`config.mk`:
```
export PLATFORM = sky130hd
export DESIGN_NAME = integer_to_roman_numeral_core_flat
export DESIGN_NICKNAME = d
export VERILOG_FILES = /design/src/rtl/i2r_pkg.sv /design/src/rtl/i2r_value_if.sv /design/src/rtl/integer_to_roman_numeral_core.sv /design/src/rtl/i2r_ucode_rom.sv /design/src/rtl/i2r_datapath.sv /design/src/rtl/i2r_sequencer.sv /design/src/flat_wrapper.sv
export SDC_FILE = /design/constraint.sdc
export NUM_CORES = 1
export LEC_CHECK = 0
export BUFFER_PORTS_ARGS = -buffer_cell sky130_fd_sc_hd__buf_4
export CAP_MARGIN = 20
export CORE_UTILIZATION = 45
export CTS_BUF_LIST = sky130_fd_sc_hd__clkbuf_2
export CTS_CLUSTER_SIZE = 12
export DETAILED_ROUTE_END_ITERATION = 16
export HOLD_SLACK_MARGIN = 0.05
export PLACE_DENSITY = 0.62
export SYNTH_ARGS = -nofsm -noshare
export SYNTH_HDL_FRONTEND = slang
export SYNTH_SLANG_ARGS = --single-unit
export TNS_END_PERCENT = 20
```
`constraint.sdc`:
```
create_clock -name clk -period 5.2 [get_ports clk]
set_clock_uncertainty 0.2 [all_clocks]
set_input_delay 1.04 -clock clk [delete_from_list [all_inputs] [get_ports clk]]
set_output_delay 1.04 -clock clk [all_outputs]
set_load 0.01 [all_outputs]
```
`src/rtl/i2r_pkg.sv`:
```
// Package: constants, microcode types and control structs of the Roman numeral converter.
package i2r_pkg;

	localparam int VALUE_W = 12;
	localparam int CHAR_W  = 8;
	localparam int THR_W   = 10;
	localparam int PC_W    = 5;

	localparam logic [VALUE_W-1:0] VALUE_MAX = 12'd3999;

	// Program entry points
	localparam logic [PC_W-1:0] PC_START = 5'd0;
	localparam logic [PC_W-1:0] PC_ERR   = 5'd19;

	// ASCII letters
	localparam logic [CHAR_W-1:0] CH_NONE = 8'h00;
	localparam logic [CHAR_W-1:0] CH_M    = 8'h4D;
	localparam logic [CHAR_W-1:0] CH_D    = 8'h44;
	localparam logic [CHAR_W-1:0] CH_C    = 8'h43;
	localparam logic [CHAR_W-1:0] CH_L    = 8'h4C;
	localparam logic [CHAR_W-1:0] CH_X    = 8'h58;
	localparam logic [CHAR_W-1:0] CH_V    = 8'h56;
	localparam logic [CHAR_W-1:0] CH_I    = 8'h49;

	// Microcode operations
	typedef enum logic [1:0] {
		OP_REPEAT    = 2'd0,  // emit letter while remainder >= threshold
		OP_PAIR_HEAD = 2'd1,  // emit first letter of a subtractive pair, else skip the pair
		OP_PAIR_TAIL = 2'd2,  // emit second letter of the pair
		OP_ERROR     = 2'd3   // emit the out-of-range marker
	} op_t;

	typedef struct packed {
		op_t               op;
		logic [THR_W-1:0]  thresh;
		logic [CHAR_W-1:0] letter;
	} ucode_t;

	// Sequencer to datapath
	typedef struct packed {
		logic              load;
		logic              sub;
		logic              emit;
		logic              last;
		logic              err;
		logic [THR_W-1:0]  thresh;
		logic [CHAR_W-1:0] character;
	} dp_ctl_t;

	// Datapath to sequencer
	typedef struct packed {
		logic in_range;
		logic ge;
		logic zero_after;
		logic rem_zero;
		logic room;
	} dp_status_t;

endpackage

```
`src/rtl/i2r_value_if.sv`:
```
// Interfaces of the input and result channels.
interface i2r_value_if;
	logic                          valid;
	logic                          ready;
	logic [i2r_pkg::VALUE_W-1:0]   value;

	modport source (output valid, output value, input ready);
	modport sink   (input valid, input value, output ready);
endinterface

interface i2r_letter_if;
	logic                          valid;
	logic                          ready;
	logic [i2r_pkg::CHAR_W-1:0]    character;
	logic                          last;
	logic                          out_of_range;

	modport source (output valid, output character, output last, output out_of_range,
		input ready);
	modport sink   (input valid, input character, input last, input out_of_range,
		output ready);
endinterface

```
`src/rtl/integer_to_roman_numeral_core.sv`:
```
// Integer to Roman numeral converter. Takes a 12-bit value on numbers and
// returns its numeral on letters, one ASCII letter per transaction, most
// significant first, with last set on the final letter. A value of 0 or above
// 3999 gives a single transaction with character 0, last and out_of_range set.
// A microcode sequencer walks a 20-step program, one step per clock while no
// letter is stalled: each step either emits one letter or falls through to
// the next symbol. The longest numeral (3888) has 15 letters. A step that
// must emit waits while a letter waits and letters.ready is held low.
// numbers.ready is high while no value is being converted. The last letter
// may still wait in the result register when the next value is taken.
module integer_to_roman_numeral_core (
	input  logic          clk,
	input  logic          arst_n,
	i2r_value_if.sink     numbers,
	i2r_letter_if.source  letters
);

	logic [i2r_pkg::PC_W-1:0] pc;
	i2r_pkg::ucode_t          word;
	i2r_pkg::dp_ctl_t         ctl;
	i2r_pkg::dp_status_t      stat;

	i2r_ucode_rom u_rom (
		.pc   (pc),
		.word (word)
	);

	i2r_sequencer u_seq (
		.clk      (clk),
		.arst_n   (arst_n),
		.in_valid (numbers.valid),
		.in_ready (numbers.ready),
		.word     (word),
		.stat     (stat),
		.pc       (pc),
		.ctl      (ctl)
	);

	i2r_datapath u_dp (
		.clk     (clk),
		.arst_n  (arst_n),
		.value   (numbers.value),
		.ctl     (ctl),
		.stat    (stat),
		.letters (letters)
	);

endmodule

```
`src/rtl/i2r_ucode_rom.sv`:
```
// Microcode ROM: one control word per program step.
module i2r_ucode_rom (
	input  logic [i2r_pkg::PC_W-1:0] pc,
	output i2r_pkg::ucode_t          word
);

	// Greedy program over the symbol values, largest first
	always_comb begin
		unique case (pc)
			5'd0:    word = '{i2r_pkg::OP_REPEAT,    10'd1000, i2r_pkg::CH_M};
			5'd1:    word = '{i2r_pkg::OP_PAIR_HEAD, 10'd900,  i2r_pkg::CH_C};
			5'd2:    word = '{i2r_pkg::OP_PAIR_TAIL, 10'd0,    i2r_pkg::CH_M};
			5'd3:    word = '{i2r_pkg::OP_REPEAT,    10'd500,  i2r_pkg::CH_D};
			5'd4:    word = '{i2r_pkg::OP_PAIR_HEAD, 10'd400,  i2r_pkg::CH_C};
			5'd5:    word = '{i2r_pkg::OP_PAIR_TAIL, 10'd0,    i2r_pkg::CH_D};
			5'd6:    word = '{i2r_pkg::OP_REPEAT,    10'd100,  i2r_pkg::CH_C};
			5'd7:    word = '{i2r_pkg::OP_PAIR_HEAD, 10'd90,   i2r_pkg::CH_X};
			5'd8:    word = '{i2r_pkg::OP_PAIR_TAIL, 10'd0,    i2r_pkg::CH_C};
			5'd9:    word = '{i2r_pkg::OP_REPEAT,    10'd50,   i2r_pkg::CH_L};
			5'd10:   word = '{i2r_pkg::OP_PAIR_HEAD, 10'd40,   i2r_pkg::CH_X};
			5'd11:   word = '{i2r_pkg::OP_PAIR_TAIL, 10'd0,    i2r_pkg::CH_L};
			5'd12:   word = '{i2r_pkg::OP_REPEAT,    10'd10,   i2r_pkg::CH_X};
			5'd13:   word = '{i2r_pkg::OP_PAIR_HEAD, 10'd9,    i2r_pkg::CH_I};
			5'd14:   word = '{i2r_pkg::OP_PAIR_TAIL, 10'd0,    i2r_pkg::CH_X};
			5'd15:   word = '{i2r_pkg::OP_REPEAT,    10'd5,    i2r_pkg::CH_V};
			5'd16:   word = '{i2r_pkg::OP_PAIR_HEAD, 10'd4,    i2r_pkg::CH_I};
			5'd17:   word = '{i2r_pkg::OP_PAIR_TAIL, 10'd0,    i2r_pkg::CH_V};
			5'd18:   word = '{i2r_pkg::OP_REPEAT,    10'd1,    i2r_pkg::CH_I};
			default: word = '{i2r_pkg::OP_ERROR,     10'd0,    i2r_pkg::CH_NONE};
		endcase
	end

endmodule

```
`src/rtl/i2r_datapath.sv`:
```
// Datapath: remainder register, threshold compare and subtract, result register.
module i2r_datapath (
	input  logic                   clk,
	input  logic                   arst_n,
	input  logic [i2r_pkg::VALUE_W-1:0] value,
	input  i2r_pkg::dp_ctl_t       ctl,
	output i2r_pkg::dp_status_t    stat,
	i2r_letter_if.source           letters
);

	logic [i2r_pkg::VALUE_W-1:0] rem_q;
	logic [i2r_pkg::VALUE_W:0]   diff;
	logic                        valid_q;
	logic [i2r_pkg::CHAR_W-1:0]  char_q;
	logic                        last_q;
	logic                        err_q;

	// Compare and subtract in one adder
	assign diff = {1'b0, rem_q} - {{(i2r_pkg::VALUE_W + 1 - i2r_pkg::THR_W){1'b0}}, ctl.thresh};

	assign stat.in_range   = (value != '0) && (value <= i2r_pkg::VALUE_MAX);
	assign stat.ge         = !diff[i2r_pkg::VALUE_W];
	assign stat.zero_after = (diff[i2r_pkg::VALUE_W-1:0] == '0);
	assign stat.rem_zero   = (rem_q == '0);
	assign stat.room       = !valid_q || letters.ready;

	// Load the value on accept, reduce it on each subtract step
	always_ff @(posedge clk) begin
		if (ctl.load) begin
			rem_q <= value;
		end else if (ctl.sub) begin
			rem_q <= diff[i2r_pkg::VALUE_W-1:0];
		end
	end

	// Result register valid flag
	always_ff @(posedge clk or negedge arst_n) begin
		if (!arst_n) begin
			valid_q <= 1'b0;
		end else if (ctl.emit) begin
			valid_q <= 1'b1;
		end else if (letters.ready) begin
			valid_q <= 1'b0;
		end
	end

	// Result payload
	always_ff @(posedge clk) begin
		if (ctl.emit) begin
			char_q <= ctl.character;
			last_q <= ctl.last;
			err_q  <= ctl.err;
		end
	end

	assign letters.valid        = valid_q;
	assign letters.character    = char_q;
	assign letters.last         = last_q;
	assign letters.out_of_range = err_q;

endmodule

```
`src/rtl/i2r_sequencer.sv`:
```
// Sequencer: step counter and microcode decode with conditional jumps.
module i2r_sequencer (
	input  logic                    clk,
	input  logic                    arst_n,
	input  logic                    in_valid,
	output logic                    in_ready,
	input  i2r_pkg::ucode_t         word,
	input  i2r_pkg::dp_status_t     stat,
	output logic [i2r_pkg::PC_W-1:0] pc,
	output i2r_pkg::dp_ctl_t        ctl
);

	typedef enum logic [1:0] {
		ST_IDLE = 2'b01,
		ST_RUN  = 2'b10
	} seq_state_t;

	seq_state_t                 state_q, state_d;
	logic [i2r_pkg::PC_W-1:0]   pc_q, pc_d;

	// Decode the current control word
	always_comb begin
		ctl           = '0;
		ctl.thresh    = word.thresh;
		ctl.character = word.letter;
		pc_d          = pc_q;
		state_d       = state_q;
		unique case (state_q)
			ST_IDLE: begin
				if (in_valid) begin
					ctl.load = 1'b1;
					pc_d     = stat.in_range ? i2r_pkg::PC_START : i2r_pkg::PC_ERR;
					state_d  = ST_RUN;
				end
			end
			ST_RUN: begin
				unique case (word.op)
					i2r_pkg::OP_REPEAT: begin
						if (stat.ge) begin
							if (stat.room) begin
								ctl.emit = 1'b1;
								ctl.sub  = 1'b1;
								ctl.last = stat.zero_after;
								if (stat.zero_after) begin
									state_d = ST_IDLE;
								end
							end
						end else begin
							pc_d = pc_q + i2r_pkg::PC_W'(1);
						end
					end
					i2r_pkg::OP_PAIR_HEAD: begin
						if (stat.ge) begin
							if (stat.room) begin
								ctl.emit = 1'b1;
								ctl.sub  = 1'b1;
								pc_d     = pc_q + i2r_pkg::PC_W'(1);
							end
						end else begin
							pc_d = pc_q + i2r_pkg::PC_W'(2);
						end
					end
					i2r_pkg::OP_PAIR_TAIL: begin
						if (stat.room) begin
							ctl.emit = 1'b1;
							ctl.last = stat.rem_zero;
							pc_d     = pc_q + i2r_pkg::PC_W'(1);
							if (stat.rem_zero) begin
								state_d = ST_IDLE;
							end
						end
					end
					i2r_pkg::OP_ERROR: begin
						if (stat.room) begin
							ctl.emit      = 1'b1;
							ctl.last      = 1'b1;
							ctl.err       = 1'b1;
							ctl.character = i2r_pkg::CH_NONE;
							state_d       = ST_IDLE;
						end
					end
				endcase
			end
			default: begin
				state_d = ST_IDLE;
			end
		endcase
	end

	// Advance state and step counter
	always_ff @(posedge clk or negedge arst_n) begin
		if (!arst_n) begin
			state_q <= ST_IDLE;
			pc_q    <= i2r_pkg::PC_START;
		end else begin
			state_q <= state_d;
			pc_q    <= pc_d;
		end
	end

	assign in_ready = (state_q == ST_IDLE);
	assign pc       = pc_q;

endmodule

```
`src/flat_wrapper.sv`:
```
// flat-port wrapper written by rule: the top's interface ports become plain ports
module integer_to_roman_numeral_core_flat 
  (clk, arst_n, numbers_valid, numbers_value, numbers_ready, letters_valid, letters_character, letters_last, letters_out_of_range, letters_ready);
  i2r_value_if numbers_i ();
  i2r_letter_if letters_i ();
  input  logic clk;
  input  logic arst_n;
  input wire logic [$bits(numbers_i.valid)-1:0] numbers_valid;
  input wire logic [$bits(numbers_i.value)-1:0] numbers_value;
  output wire logic [$bits(numbers_i.ready)-1:0] numbers_ready;
  output wire logic [$bits(letters_i.valid)-1:0] letters_valid;
  output wire logic [$bits(letters_i.character)-1:0] letters_character;
  output wire logic [$bits(letters_i.last)-1:0] letters_last;
  output wire logic [$bits(letters_i.out_of_range)-1:0] letters_out_of_range;
  input wire logic [$bits(letters_i.ready)-1:0] letters_ready;
  assign numbers_i.valid = numbers_valid;
  assign numbers_i.value = numbers_value;
  assign numbers_ready = numbers_i.ready;
  assign letters_valid = letters_i.valid;
  assign letters_character = letters_i.character;
  assign letters_last = letters_i.last;
  assign letters_out_of_range = letters_i.out_of_range;
  assign letters_i.ready = letters_ready;
  integer_to_roman_numeral_core u_core (.clk(clk), .arst_n(arst_n), .numbers(numbers_i), .letters(letters_i));
endmodule
```
==> PnR_summary.wiki, run 1 <==
{| class="wikitable"
! Metric !! Value
|-
| Layout overhead on the synthesized area || 8.634%
|-
| Number of synthesized flops with an enable pin || 20
|-
| Critical path data arrival time || 4.16 ns
|-
| Die area || 6633 um^2
|-
| Vertical die dimension || 81.45 um
|-
| Final setup slack of the worst path || 0.9123 ns
|-
| Placed instance count || 422
|-
| Path category of the worst min-delay check || in2async
|-
| Compound-cell area share of the yosys netlist || 0.2727
|-
| Worst endpoint required time || 5.07 ns
|-
| Number of levels in the clock H-tree || 1
|-
| Count of endpoints failing setup in the final report || 0
|-
| CTS buffer count || 3
|-
| Post-Synthesis Mean Instance Area || 8.378 um^2
|-
| Slack of the worst reg-to-reg path || 0.91 ns
|-
| Share of flip-flops with an asynchronous set or reset || 0.2857
|-
| Buffers from clock root to sink, at most || 2
|-
| Startpoint of the worst-slack reg-to-reg timing path || u_core.u_seq.pc[0]
|-
| Ys flop type || sky130_fd_sc_hd__edfxtp_1
|-
| Maximum Capacitance Violations || 0
|-
| Top cell type by total area after synthesis || sky130_fd_sc_hd__edfxtp_1
|-
| Total count of hold-check failures in the final report || 0
|-
| Tightest slew margin relative to the limit || 0.4897
|-
| Area of all sequential standard cells || 802.0 um^2
|-
| Overall track demand over capacity in global routing || 0.2380
|-
| Routed wire length per instance || 16.99 um
|-
| Count of cells along the worst register-to-register path || 12
|-
| Simple-gate area share of the yosys netlist || 0.2057
|-
| Number of antenna violations at the first check in global routing || 0
|-
| Placeable Area || 5991 um^2
|-
| Later-pin clock latency in the skew report || 0.39 ns
|-
| Final Cycle Share || 0.8246
|-
| RR Endpoint || u_core.u_dp.letters.character[1]
|-
| Post-CTS sizing || 0
|-
| Main combinational cell family by area after synthesis || compound AO/OA/AOI/OAI gates
|-
| Post-placement worst setup slack || 1.011 ns
|-
| First-pass GRT wire length || 12.01 mm
|-
| Number of filler cells placed in the layout || 612
|-
| Number of hold buffers added after cts || 0
|-
| Count of state elements after synthesis || 28
|-
| Final #Nets || 396
|-
| Count of final max-slew check failures || 0
|-
| Non-filler cells, final || 426
|-
| Adder and majority gate portion of the synthesized area || 0.1260
|-
| Status || complete, no violations
|-
| Cell Area, Synth || 2840 um^2
|-
| Count of standard-cell rows || 28
|-
| I/O Buffers || 25
|-
| Clock-pin slew on the worst setup and hold paths || 0.29 ns
|-
| Total number of yosys warnings || 0
|-
| Type of element launching the critical path || flop
|-
| CP Launch Point || u_core.u_seq.pc[0]
|-
| Kind of end point of the critical path || flop
|-
| Total congestion overflow || 0
|-
| CP Class || reg2reg
|-
| Portion of netlist area occupied by mux cells || 0.02247
|-
| Number of nets with antenna violations after detailed routing || 0
|-
| Netlist cell types || 67
|-
| Mean number of vias per cell || 6.002
|-
| Number of global-route vias before repair || 2395
|-
| Number of detailed-routing iterations run before antenna repair || 5
|-
| Weighted congestion reported at the end of routability-driven placement || 0.9018
|-
| Leading cell types by count after synthesis || sky130_fd_sc_hd__nor2_1 (37), sky130_fd_sc_hd__a21oi_1 (28), sky130_fd_sc_hd__ha_1 (27)
|-
| Instance count of the mapped netlist || 339
|-
| Final period demand of the worst path || 4.288 ns
|-
| Area fraction of the dominant cell type after synthesis || 0.2115
|-
| Peak clock frequency supported by timing || 233.2 MHz
|-
| Die W || 81.45 um
|-
| Ranking of synthesized cells by area || sky130_fd_sc_hd__edfxtp_1 (21%), sky130_fd_sc_hd__ha_1 (12%), sky130_fd_sc_hd__dfrtp_1 (6.2%)
|-
| CTS tree || yes
|-
| Maximum number of pins on one net before global-route repair || 23
|-
| Maximum fanout encountered on the critical timing path || 16
|-
| Dominant cell by count in the synthesized netlist || sky130_fd_sc_hd__nor2_1
|-
| Number of top-level pins || 28
|-
| Synth Area in XOR/XNOR || 0.03392
|-
| Number of sinks handled by clock tree synthesis || 28
|-
| Post-CTS setup repair buffer count || 0
|-
| Antenna diodes || 0
|-
| CTS Root Cell || sky130_fd_sc_hd__clkbuf_2
|-
| Initial Util || 0.4741
|-
| Post-route setup TNS || 0 ns
|-
| Number of violations reported at the end of detailed-routing iteration 0 || 162
|-
| Share of the yosys chip area belonging to registers || 0.2824
|-
| Layout cell share with drive strength beyond 1 || 0.1453
|-
| HPWL after detailed placement || 5.626 mm
|-
| Via total after detailed routing || 2557
|-
| Slew at the pin closest to its max-slew limit || 0.7627 ns
|-
| Post-detailed-route DRC marker count || 0
|-
| Multi-input gate area || 1889 um^2
|-
| Timing endpoint of the critical path || u_core.u_dp.letters.character[1]
|-
| RSZ-0062 raised after global routing || no
|-
| Final WL || 7.236 mm
|}
==> cell type report <==
cell class	count	share of cell area
multi-input cells	273	0.6123
flip-flops and latches	28	0.2599
repair buffers	29	0.07056
well taps	75	0.03041
inverters	17	0.02068
clock buffers	3	0.004866
clock inverters	1	0.001217
==> cell usage in the layout, fill, tap and decap left out, types with 3 or more instances in the layout <==
cell type,count
sky130_fd_sc_hd__o22ai_1,4
sky130_fd_sc_hd__buf_4,29
sky130_fd_sc_hd__a211o_1,5
sky130_fd_sc_hd__a211oi_1,7
sky130_fd_sc_hd__a31oi_1,4
sky130_fd_sc_hd__ha_1,27
sky130_fd_sc_hd__clkbuf_2,3
sky130_fd_sc_hd__nand2b_1,7
sky130_fd_sc_hd__xor2_1,3
sky130_fd_sc_hd__nor2_1,37
sky130_fd_sc_hd__nor2b_1,7
sky130_fd_sc_hd__a21oi_1,28
sky130_fd_sc_hd__edfxtp_1,20
sky130_fd_sc_hd__nand2_1,25
sky130_fd_sc_hd__nand3_1,10
sky130_fd_sc_hd__nor4_1,7
sky130_fd_sc_hd__nand4_1,3
sky130_fd_sc_hd__o31ai_1,4
sky130_fd_sc_hd__dfrtp_1,7
sky130_fd_sc_hd__mux2i_1,3
sky130_fd_sc_hd__xnor2_1,8
sky130_fd_sc_hd__inv_1,16
sky130_fd_sc_hd__o21ai_0,20
sky130_fd_sc_hd__o21a_1,5
sky130_fd_sc_hd__or3_1,3
sky130_fd_sc_hd__nor3_1,8
==> worst min path at each step <==
stage	startpoint	endpoint	slack [ns]	cells past startpoint
6_report	arst_n	u_core.u_seq.pc[3]	0.20	1
5_1_grt	arst_n	u_core.u_seq.pc[0]	0.16	1
4_1_cts	arst_n	u_core.u_seq.pc[0]	0.17	1
3_5_place_dp	u_core.u_seq.pc[4]	u_core.u_seq.pc[4]	0.52	1
3_3_place_gp	u_core.u_seq.pc[4]	u_core.u_seq.pc[4]	0.51	1
2_1_floorplan	u_core.u_seq.pc[1]	u_core.u_seq.pc[1]	0.45	1
==> per-layer routing <==
layer	share of wire	vias up	track usage	wire length, um
li1	-	1277	-	-
met2	0.45	84	0.3733	3292
met3	0.066	8	0.02444	479
met5	0	-	0	0
met1	0.47	1188	0.3491	3391
met4	0.010	0	0.05357	72
==> critical path, cell delays in order, from the launching register on <==
cell and delay [ns]:
sky130_fd_sc_hd__dfrtp_1 0.72, sky130_fd_sc_hd__inv_1 0.24, sky130_fd_sc_hd__ha_1 0.47, sky130_fd_sc_hd__xor2_1 0.20
sky130_fd_sc_hd__o22ai_1 0.13, sky130_fd_sc_hd__nand2b_1 0.08, sky130_fd_sc_hd__ha_1 0.41, sky130_fd_sc_hd__o21ai_0 0.16
sky130_fd_sc_hd__a21oi_2 0.22, sky130_fd_sc_hd__o211a_1 0.23, sky130_fd_sc_hd__nor4_4 0.08, sky130_fd_sc_hd__o22a_1 0.24
sky130_fd_sc_hd__nor2_1 0.59
==> sequential cells by signal, indices dropped and copies added, names as in the netlist <==
signal / cells
u_core.u_dp.rem_q: 12
u_core.u_dp.letters.character: 6
u_core.u_seq.pc: 5
u_core.u_seq.state_q: 2
u_core.u_dp.letters.last: 1
u_core.u_dp.letters.out_of_range: 1
u_core.u_dp.letters.valid: 1
==> cell families (layout without fill, tap and decap cells) <==
family | Yosys count | after routing
AOI/OAI and AO/OA | 110 | 110
xor gates and xnor gates | 11 | 11
adders and majority gates | 28 | 28
buffers and inverters | 39 | 50
DFF | 28 | 28
muxes | 5 | 5
other | 1 | 2
and+or+nand+nor | 117 | 117
==> per-stage QoR <==
step                        util  cell area (um^2)  hold WS, ns
final                     0.5150              3085       0.2028
after global routing      0.5150              3085       0.1577
after CTS                 0.5150              3085       0.1720
after detailed placement  0.5119              3067       0.5222
after global placement    0.5119              3067       0.5124
after floorplan                -              2844       0.4524
Power of run 1 is left out: the tool's default activity adds up to more than one toggle a clock period on the data nets, which glitch-free logic cannot reach.
==> run 2, diff against run 1 <==
- ABC_AREA: unset -> 1
- clock period: 5.2 -> 4.4 ns (I/O delays scaled with it)
==> run 2 against run 1 <==
Global-route usage up 0.23 points. Flip-flop and latch count stayed put. Area after synthesis up 2.2%. Register-to-register slack lost 0.20 ns. Routed wire length increased by 5.3%. Core utilization rose by 1.2 points. First-iteration DRC count grew 62%. Via count up 12%. Cell area up 3.4%. Synthesized cell count increased by 27%. Critical endpoint is now u_core.u_dp.letters.last.
==> PnR_summary.wiki, run 2 <==
{| class="wikitable"
! Metric !! Value
|-
| Count of cells along the worst register-to-register path || 21 (+9)
|-
| Number of global-route vias before repair || 2579 (+7.7%)
|-
| Critical path data arrival time || 3.77 ns (-0.39 ns)
|-
| CTS Root Cell || sky130_fd_sc_hd__clkbuf_2
|-
| Tightest slew margin relative to the limit || 0.5348 (+0.04512)
|-
| Antenna diodes || 0 (unchanged)
|-
| Total count of hold-check failures in the final report || 0 (unchanged)
|-
| Peak clock frequency supported by timing || 271.1 MHz (+16%)
|-
| First-pass GRT wire length || 12.31 mm (+2.5%)
|-
| Vertical die dimension || 82.30 um (+1.0%)
|-
| Dominant cell by count in the synthesized netlist || sky130_fd_sc_hd__nand2_1
|-
| Instance count of the mapped netlist || 429 (+27%)
|-
| Share of flip-flops with an asynchronous set or reset || 0.2857 (unchanged)
|-
| Clock-pin slew on the worst setup and hold paths || 0.31 ns (+0.02 ns)
|-
| Initial Util || 0.4787 (+0.004635)
|-
| Number of flip-flops under the largest register name || 12 (unchanged)
|-
| Maximum number of pins on one net before global-route repair || 17 (-26%)
|-
| CTS tree || yes
|-
| Post-CTS setup repair buffer count || 0 (unchanged)
|-
| Number of levels in the clock H-tree || 1 (unchanged)
|-
| Total congestion overflow || 0 (unchanged)
|-
| Hold Startpoint || u_core.u_seq.state_q[1]
|-
| Final Cycle Share || 0.8383 (+0.01378)
|-
| Worst path cell trace || inv_1 > ha_1 > inv_1 > nand2_1 > nor2_1 > nor3_1 > a31oi_1 > ha_1 > nand2_1 > nand2_1 > inv_1 > nand2_2 > nand2_1 > nand3_1 > nor2_1 > nand3_1 > nor2_1 > nand2_1 > nor2_1 > nand2_1 > a21oi_1
|-
| Count of standard-cell rows || 28 (unchanged)
|-
| Top cell type by total area after synthesis || sky130_fd_sc_hd__edfxtp_1
|-
| Multi-input gate area || 1805 um^2 (-4.4%)
|-
| Total number of yosys warnings || 0 (unchanged)
|-
| Final period demand of the worst path || 3.689 ns (-0.5990 ns)
|-
| Maximum fanout encountered on the critical timing path || 11 (-5)
|-
| Number of filler cells placed in the layout || 614 (+0.33%)
|-
| Post-Synthesis Mean Instance Area || 6.763 um^2 (-19%)
|-
| Post-route setup TNS || 0 ns (unchanged)
|-
| CTS buffer count || 3 (unchanged)
|-
| Mean number of vias per cell || 5.431 (-9.5%)
|-
| Overall track demand over capacity in global routing || 0.2403 (+0.002281)
|-
| CP Class || reg2reg
|-
| Layout cell share with drive strength beyond 1 || 0.1167 (-0.02856)
|-
| I/O Buffers || 25 (unchanged)
|-
| Type of element launching the critical path || flop
|-
| Area fraction of the dominant cell type after synthesis || 0.2070 (-0.004468)
|-
| Final WL || 7.617 mm (+5.3%)
|-
| Layout overhead on the synthesized area || 10.00%
|-
| Post-detailed-route DRC marker count || 0 (unchanged)
|-
| Via total after detailed routing || 2873 (+12%)
|-
| Buffers from clock root to sink, at most || 2 (unchanged)
|-
| Share of the yosys chip area belonging to registers || 0.2764 (-0.005967)
|-
| Count of final max-slew check failures || 0 (unchanged)
|-
| Number of top-level pins || 28 (unchanged)
|-
| Critical Path Most Common Cell || sky130_fd_sc_hd__nand2_1
|-
| Kind of end point of the critical path || flop
|-
| Slew at the pin closest to its max-slew limit || 0.6971 ns (-0.06561 ns)
|-
| Netlist cell types || 44 (-34%)
|-
| Count of state elements after synthesis || 28 (unchanged)
|-
| Startpoint of the worst-slack reg-to-reg timing path || u_core.u_seq.pc[0]
|-
| Worst endpoint required time || 4.48 ns (-0.59 ns)
|-
| Slack of the worst reg-to-reg path || 0.71 ns (-0.20 ns)
|-
| Leading cell types by count after synthesis || sky130_fd_sc_hd__nand2_1 (114), sky130_fd_sc_hd__inv_1 (61), sky130_fd_sc_hd__nor2_1 (45)
|-
| Number of detailed-routing iterations run before antenna repair || 5 (unchanged)
|-
| Placeable Area || 6061 um^2 (+1.2%)
|-
| Number of violations reported at the end of detailed-routing iteration 0 || 263 (+62%)
|-
| Commonest cells after routing, fill and taps aside || sky130_fd_sc_hd__nand2_1 (114), sky130_fd_sc_hd__inv_1 (61), sky130_fd_sc_hd__nor2_1 (45), sky130_fd_sc_hd__o21ai_0 (29), sky130_fd_sc_hd__buf_4 (28)
|-
| Crit path largest cell delay || 0.66 ns (-0.06 ns)
|-
| Ys flop type || sky130_fd_sc_hd__edfxtp_1
|-
| Final #Nets || 499 (+26%)
|-
| HPWL after detailed placement || 6.115 mm (+8.7%)
|-
| Maximum Capacitance Violations || 0 (unchanged)
|-
| CP max-delay cell || sky130_fd_sc_hd__dfrtp_1
|-
| Cell Area, Synth || 2902 um^2 (+2.2%)
|-
| Die W || 82.30 um (+1.0%)
|-
| Number of sinks handled by clock tree synthesis || 28 (unchanged)
|-
| Number of antenna violations at the first check in global routing || 0 (unchanged)
|-
| WHS Path Cells || 3
|-
| Die area || 6773 um^2 (+2.1%)
|-
| Later-pin clock latency in the skew report || 0.39 ns (about the same)
|-
| Routed wire length per instance || 14.40 um (-15%)
|-
| Count of endpoints failing setup in the final report || 0 (unchanged)
|-
| Number of nets with antenna violations after detailed routing || 0 (unchanged)
|-
| Path category of the worst min-delay check || reg2reg
|-
| RSZ-0062 raised after global routing || no
|-
| Ranking of synthesized cells by area || sky130_fd_sc_hd__edfxtp_1 (21%), sky130_fd_sc_hd__nand2_1 (15%), sky130_fd_sc_hd__ha_1 (12%)
|-
| Status || complete, no violations
|-
| CP Launch Point || u_core.u_seq.pc[0]
|-
| Number of synthesized flops with an enable pin || 20 (unchanged)
|-
| Weighted congestion reported at the end of routability-driven placement || 0.9482 (+5.1%)
|-
| Reg with most FFs || u_core.u_dp.rem_q
|-
| Area of all sequential standard cells || 802.0 um^2 (unchanged)
|-
| Most common cell after layout, fill and taps aside || sky130_fd_sc_hd__nand2_1
|}
## run 2: cell types whose count changed after synthesis, moves of 8 or more
cell	previous run	this run
sky130_fd_sc_hd__nor2_1	37	45
sky130_fd_sc_hd__inv_1	16	61
sky130_fd_sc_hd__clkbuf_1	14	3
sky130_fd_sc_hd__nand3_1	10	24
sky130_fd_sc_hd__nand2_1	25	114
sky130_fd_sc_hd__o21ai_0	20	29
## run 2: cell type report
cell class / instances / share of cell area
Tap cell: 75 / 0.02940
Multi-Input combinational cell: 326 / 0.5657
Inverter: 67 / 0.07879
Timing Repair Buffer: 29 / 0.06899
Sequential cell: 28 / 0.2513
Clock buffer: 3 / 0.004704
Clock inverter: 1 / 0.001176
## run 2: cells by family (layout without fill, tap and decap cells)
family          count (synthesis)  after routing  synth area share
simple gates                  213            213            0.3208
buf+inv                        76            100            0.1026
compound gates                 79             79            0.1634
flops                          28             28            0.2764
other cells                     1              2          0.001292
fa+ha+maj                      28             28            0.1233
xor+xnor                        4              4           0.01208
## run 2: metal layers
layer | vias to the layer above | global-route usage | routed length [um]
met1 | 1300 | 0.3490 | 3752
met2 | 95 | 0.3802 | 3409
met4 | 0 | 0.05088 | 48
met3 | 4 | 0.02637 | 406
li1 | 1474 | - | -
met5 | - | 0 | 0
## run 2: worst paths after layout
path,end
max reg2reg,u_core.u_dp.letters.last
max in group asynchronous,u_core.u_seq.state_q[0]
min,u_core.u_seq.state_q[0]
min reg2reg,u_core.u_seq.state_q[0]
min in group asynchronous,u_core.u_seq.pc[4]
max,u_core.u_dp.letters.last
## run 2: stage by stage
step | hold WS [ns] | worst slack (ns) | cells | instance area (um^2) | utilization
2_1_floorplan | 0.3476 | 0.7060 | 430 | 2905 | -
3_3_place_gp | 0.3828 | 0.7472 | 524 | 3163 | 0.5219
3_5_place_dp | 0.3956 | 0.8191 | 524 | 3163 | 0.5219
4_1_cts | 0.4271 | 0.7739 | 529 | 3192 | 0.5266
5_1_grt | 0.4599 | 0.3044 | 529 | 3192 | 0.5266
6_report | 0.4158 | 0.7113 | 529 | 3192 | 0.5266
## run 2: critical path: cells and delay by family (launching register included)
kind / cells / cell delay [ns]
and+or+nand+nor: 14 / 1.28
adders and majority gates: 2 / 0.64
AOI/OAI and AO/OA: 2 / 0.35
buffers and inverters: 3 / 0.44
DFF: 1 / 0.66
## run 2: what timing repair did
item | in CTS | in global routing
endpoints found under the hold margin | 7 | 0
resized for setup | 0 | 0
hold buffers | 1 | 0
Power of run 2 is left out for the same reason.
==> run 3, diff against run 2 <==
- ABC_AREA: 1 -> 0
- clock period: 4.4 -> 3.5 ns (I/O delays scaled with it)
==> run 3 against run 2 <==
The flow now finishes with violations (negative setup slack). Core utilization rose by 13 points. Worst hold slack got worse by 0.043 ns. Global-route usage rose by 2.0 points. Final cell count fell by 7.4%. Fmax rose by 3.4%. Cell area rose by 23%. Critical path type unchanged.
==> PnR_summary.wiki, run 3 (same netlist as run 1, synthesis figures left out) <==
{| class="wikitable"
! Metric !! Value
|-
| Maximum number of pins on one net before global-route repair || 20 (+3)
|-
| Via total after detailed routing || 2900 (+0.94%)
|-
| Post-detailed-route DRC marker count || 0 (unchanged)
|-
| CTS Root Cell || sky130_fd_sc_hd__clkbuf_2
|-
| Layout overhead on the synthesized area || 37.71%
|-
| Slew at the pin closest to its max-slew limit || 0.5411 ns (-0.1560 ns)
|-
| Total count of hold-check failures in the final report || 0 (unchanged)
|-
| Count of endpoints failing setup in the final report || 3 (+3)
|-
| Number of nets with antenna violations after detailed routing || 0 (unchanged)
|-
| Tightest slew margin relative to the limit || 0.6359 (+0.1012)
|-
| Final setup slack of the worst path || -0.06848 ns (-0.7798 ns)
|-
| Kind of end point of the critical path || flop
|-
| Maximum Capacitance Violations || 0 (unchanged)
|-
| Number of filler cells placed in the layout || 500 (-19%)
|-
| Die area || 6633 um^2 (-2.1%)
|-
| Violated checks || negative setup slack
|-
| Worst endpoint required time || 3.57 ns (-0.91 ns)
|-
| Later-pin clock latency in the skew report || 0.40 ns (about the same)
|-
| I/O Buffers || 25 (unchanged)
|-
| Vertical die dimension || 81.45 um (-1.0%)
|-
| Buffers from clock root to sink, at most || 2 (unchanged)
|-
| Most common cell after layout, fill and taps aside || sky130_fd_sc_hd__buf_4
|-
| Clock-pin slew on the worst setup and hold paths || 0.32 ns (about the same)
|-
| Status || finished with violations
|-
| Number of violations reported at the end of detailed-routing iteration 0 || 180 (-32%)
|-
| Peak clock frequency supported by timing || 280.2 MHz (+3.4%)
|-
| Antenna diodes || 0 (unchanged)
|-
| Number of global-route vias before repair || 2617 (+1.5%)
|-
| CTS buffer count || 3 (unchanged)
|-
| Placeable Area || 5991 um^2 (-1.2%)
|-
| Commonest cells after routing, fill and taps aside || sky130_fd_sc_hd__buf_4 (88), sky130_fd_sc_hd__nor2_1 (32), sky130_fd_sc_hd__nand2_1 (25), sky130_fd_sc_hd__a21oi_1 (25), sky130_fd_sc_hd__edfxtp_1 (20)
|-
| Total congestion overflow || 0 (unchanged)
|-
| Path category of the worst min-delay check || in2reg
|-
| Mean number of vias per cell || 5.918 (+9.0%)
|-
| Post-layout utilization of the core || 0.6529 (+0.1263)
|-
| Count of final max-slew check failures || 0 (unchanged)
|-
| Number of detailed-routing iterations run before antenna repair || 5 (unchanged)
|-
| Count of standard-cell rows || 28 (unchanged)
|-
| Reg with most FFs || u_core.u_dp.rem_q
|-
| Critical path data arrival time || 3.64 ns (-0.13 ns)
|-
| Overall track demand over capacity in global routing || 0.2602 (+0.01991)
|-
| Number of sinks handled by clock tree synthesis || 28 (unchanged)
|-
| Area of all sequential standard cells || 807.0 um^2 (+0.62%)
|-
| RSZ-0062 raised after global routing || yes
|-
| Type of element launching the critical path || flop
|-
| Final Cycle Share || 1.020 (+0.1812)
|-
| Routed wire length per instance || 17.64 um (+22%)
|-
| Post-route setup TNS || -0.1759 ns (-0.1759 ns)
|-
| Multi-input gate area || 2161 um^2 (+20%)
|-
| Layout cell share with drive strength beyond 1 || 0.3735 (+0.2568)
|-
| Number of antenna violations at the first check in global routing || 0 (unchanged)
|-
| Die W || 81.45 um (-1.0%)
|-
| Maximum fanout encountered on the critical timing path || 5 (-6)
|-
| Final WL || 8.642 mm (+13%)
|-
| Final period demand of the worst path || 3.568 ns (-0.1202 ns)
|-
| Number of top-level pins || 28 (unchanged)
|-
| Initial Util || 0.4741 (-0.004635)
|-
| Number of flip-flops under the largest register name || 12 (unchanged)
|-
| Number of levels in the clock H-tree || 1 (unchanged)
|-
| CP Class || reg2reg
|-
| Weighted congestion reported at the end of routability-driven placement || 0.8969 (-5.4%)
|-
| Final #Nets || 460 (-7.8%)
|-
| First-pass GRT wire length || 13.17 mm (+7.0%)
|-
| HPWL after detailed placement || 6.154 mm (+0.63%)
|-
| CTS tree || yes
|}
## run 3: changes by cell type in the layout (fill, tap and decap cells not counted), moves of 6 or more
cell / before / now
sky130_fd_sc_hd__nand2_1: 114 / 25
sky130_fd_sc_hd__nand2b_1: 0 / 7
sky130_fd_sc_hd__nor2_1: 45 / 32
sky130_fd_sc_hd__buf_4: 28 / 88
sky130_fd_sc_hd__ha_1: 27 / 17
sky130_fd_sc_hd__ha_4: 0 / 7
sky130_fd_sc_hd__o21ai_0: 29 / 18
sky130_fd_sc_hd__inv_1: 61 / 14
sky130_fd_sc_hd__nand3_1: 24 / 10
sky130_fd_sc_hd__xnor2_1: 1 / 7
## run 3: path summary, 6_finish.rpt
check	cells past startpoint	from	end	slack [ns]
setup / recovery	13	u_core.u_seq.pc[0]	u_core.u_dp.letters.last	-0.07
hold reg to reg	2	u_core.u_seq.pc[4]	u_core.u_seq.pc[4]	0.49
hold / removal	3	numbers_value[2]	u_core.u_dp.rem_q[2]	0.37
setup reg to reg	13	u_core.u_seq.pc[0]	u_core.u_dp.letters.last	-0.07
min in group asynchronous	2	arst_n	u_core.u_seq.pc[3]	0.38
max in group asynchronous	2	arst_n	u_core.u_seq.state_q[0]	2.51
## run 3: worst max-delay path: stages (launching register included)
cell and delay [ns]:
sky130_fd_sc_hd__dfrtp_2 0.51, sky130_fd_sc_hd__buf_4 0.14, sky130_fd_sc_hd__ha_4 0.16, sky130_fd_sc_hd__nor2b_4 0.19, sky130_fd_sc_hd__a21oi_1 0.07, sky130_fd_sc_hd__a211o_1 0.35, sky130_fd_sc_hd__ha_4 0.18, sky130_fd_sc_hd__a21o_1 0.17
sky130_fd_sc_hd__or4_4 0.44, sky130_fd_sc_hd__nor2_4 0.14, sky130_fd_sc_hd__o32ai_2 0.11, sky130_fd_sc_hd__nor4_4 0.30, sky130_fd_sc_hd__nand4_1 0.24, sky130_fd_sc_hd__o31ai_2 0.23
## run 3: through the flow
stage	hold WS (ns)	setup slack [ns]	instances	cell area (um^2)
2_1_floorplan	0.2044	-0.1202	340	2858
3_3_place_gp	0.3260	-0.02023	459	3366
3_5_place_dp	0.3263	-0.08044	459	3366
4_1_cts	0.3558	0.0003066	471	3558
5_1_grt	0.3597	-0.1820	490	3911
6_report	0.3726	-0.06848	490	3911
## run 3: per-layer routing
layer,routed length (um),vias to the layer above,share of wire,track usage
li1,-,1412,-,-
met1,3922,1367,0.45,0.3756
met2,4193,109,0.49,0.4250
met3,425,12,0.049,0.01667
met4,99,0,0.011,0.05357
met5,0,-,0,0
## run 3: area by class of cell
type / count / share of cell area
clock buffers: 3 / 0.003839
clock inverters: 1 / 0.007678
inverters: 17 / 0.01631
multi-input cells: 273 / 0.5525
flip-flops and latches: 28 / 0.2063
well taps: 75 / 0.02399
repair buffers: 93 / 0.1894
## run 3: timing repair
action / in CTS / in global routing
setup buffers: 6 / 19
hold endpoints to repair: 8 / 0
hold buffers: 1 / 0
gates resized for setup: 19 / 41
gates cloned: 1 / 0
pin swaps: 11 / 17
setup endpoints to repair: 17 / 29
Power of run 3 is left out for the same reason.
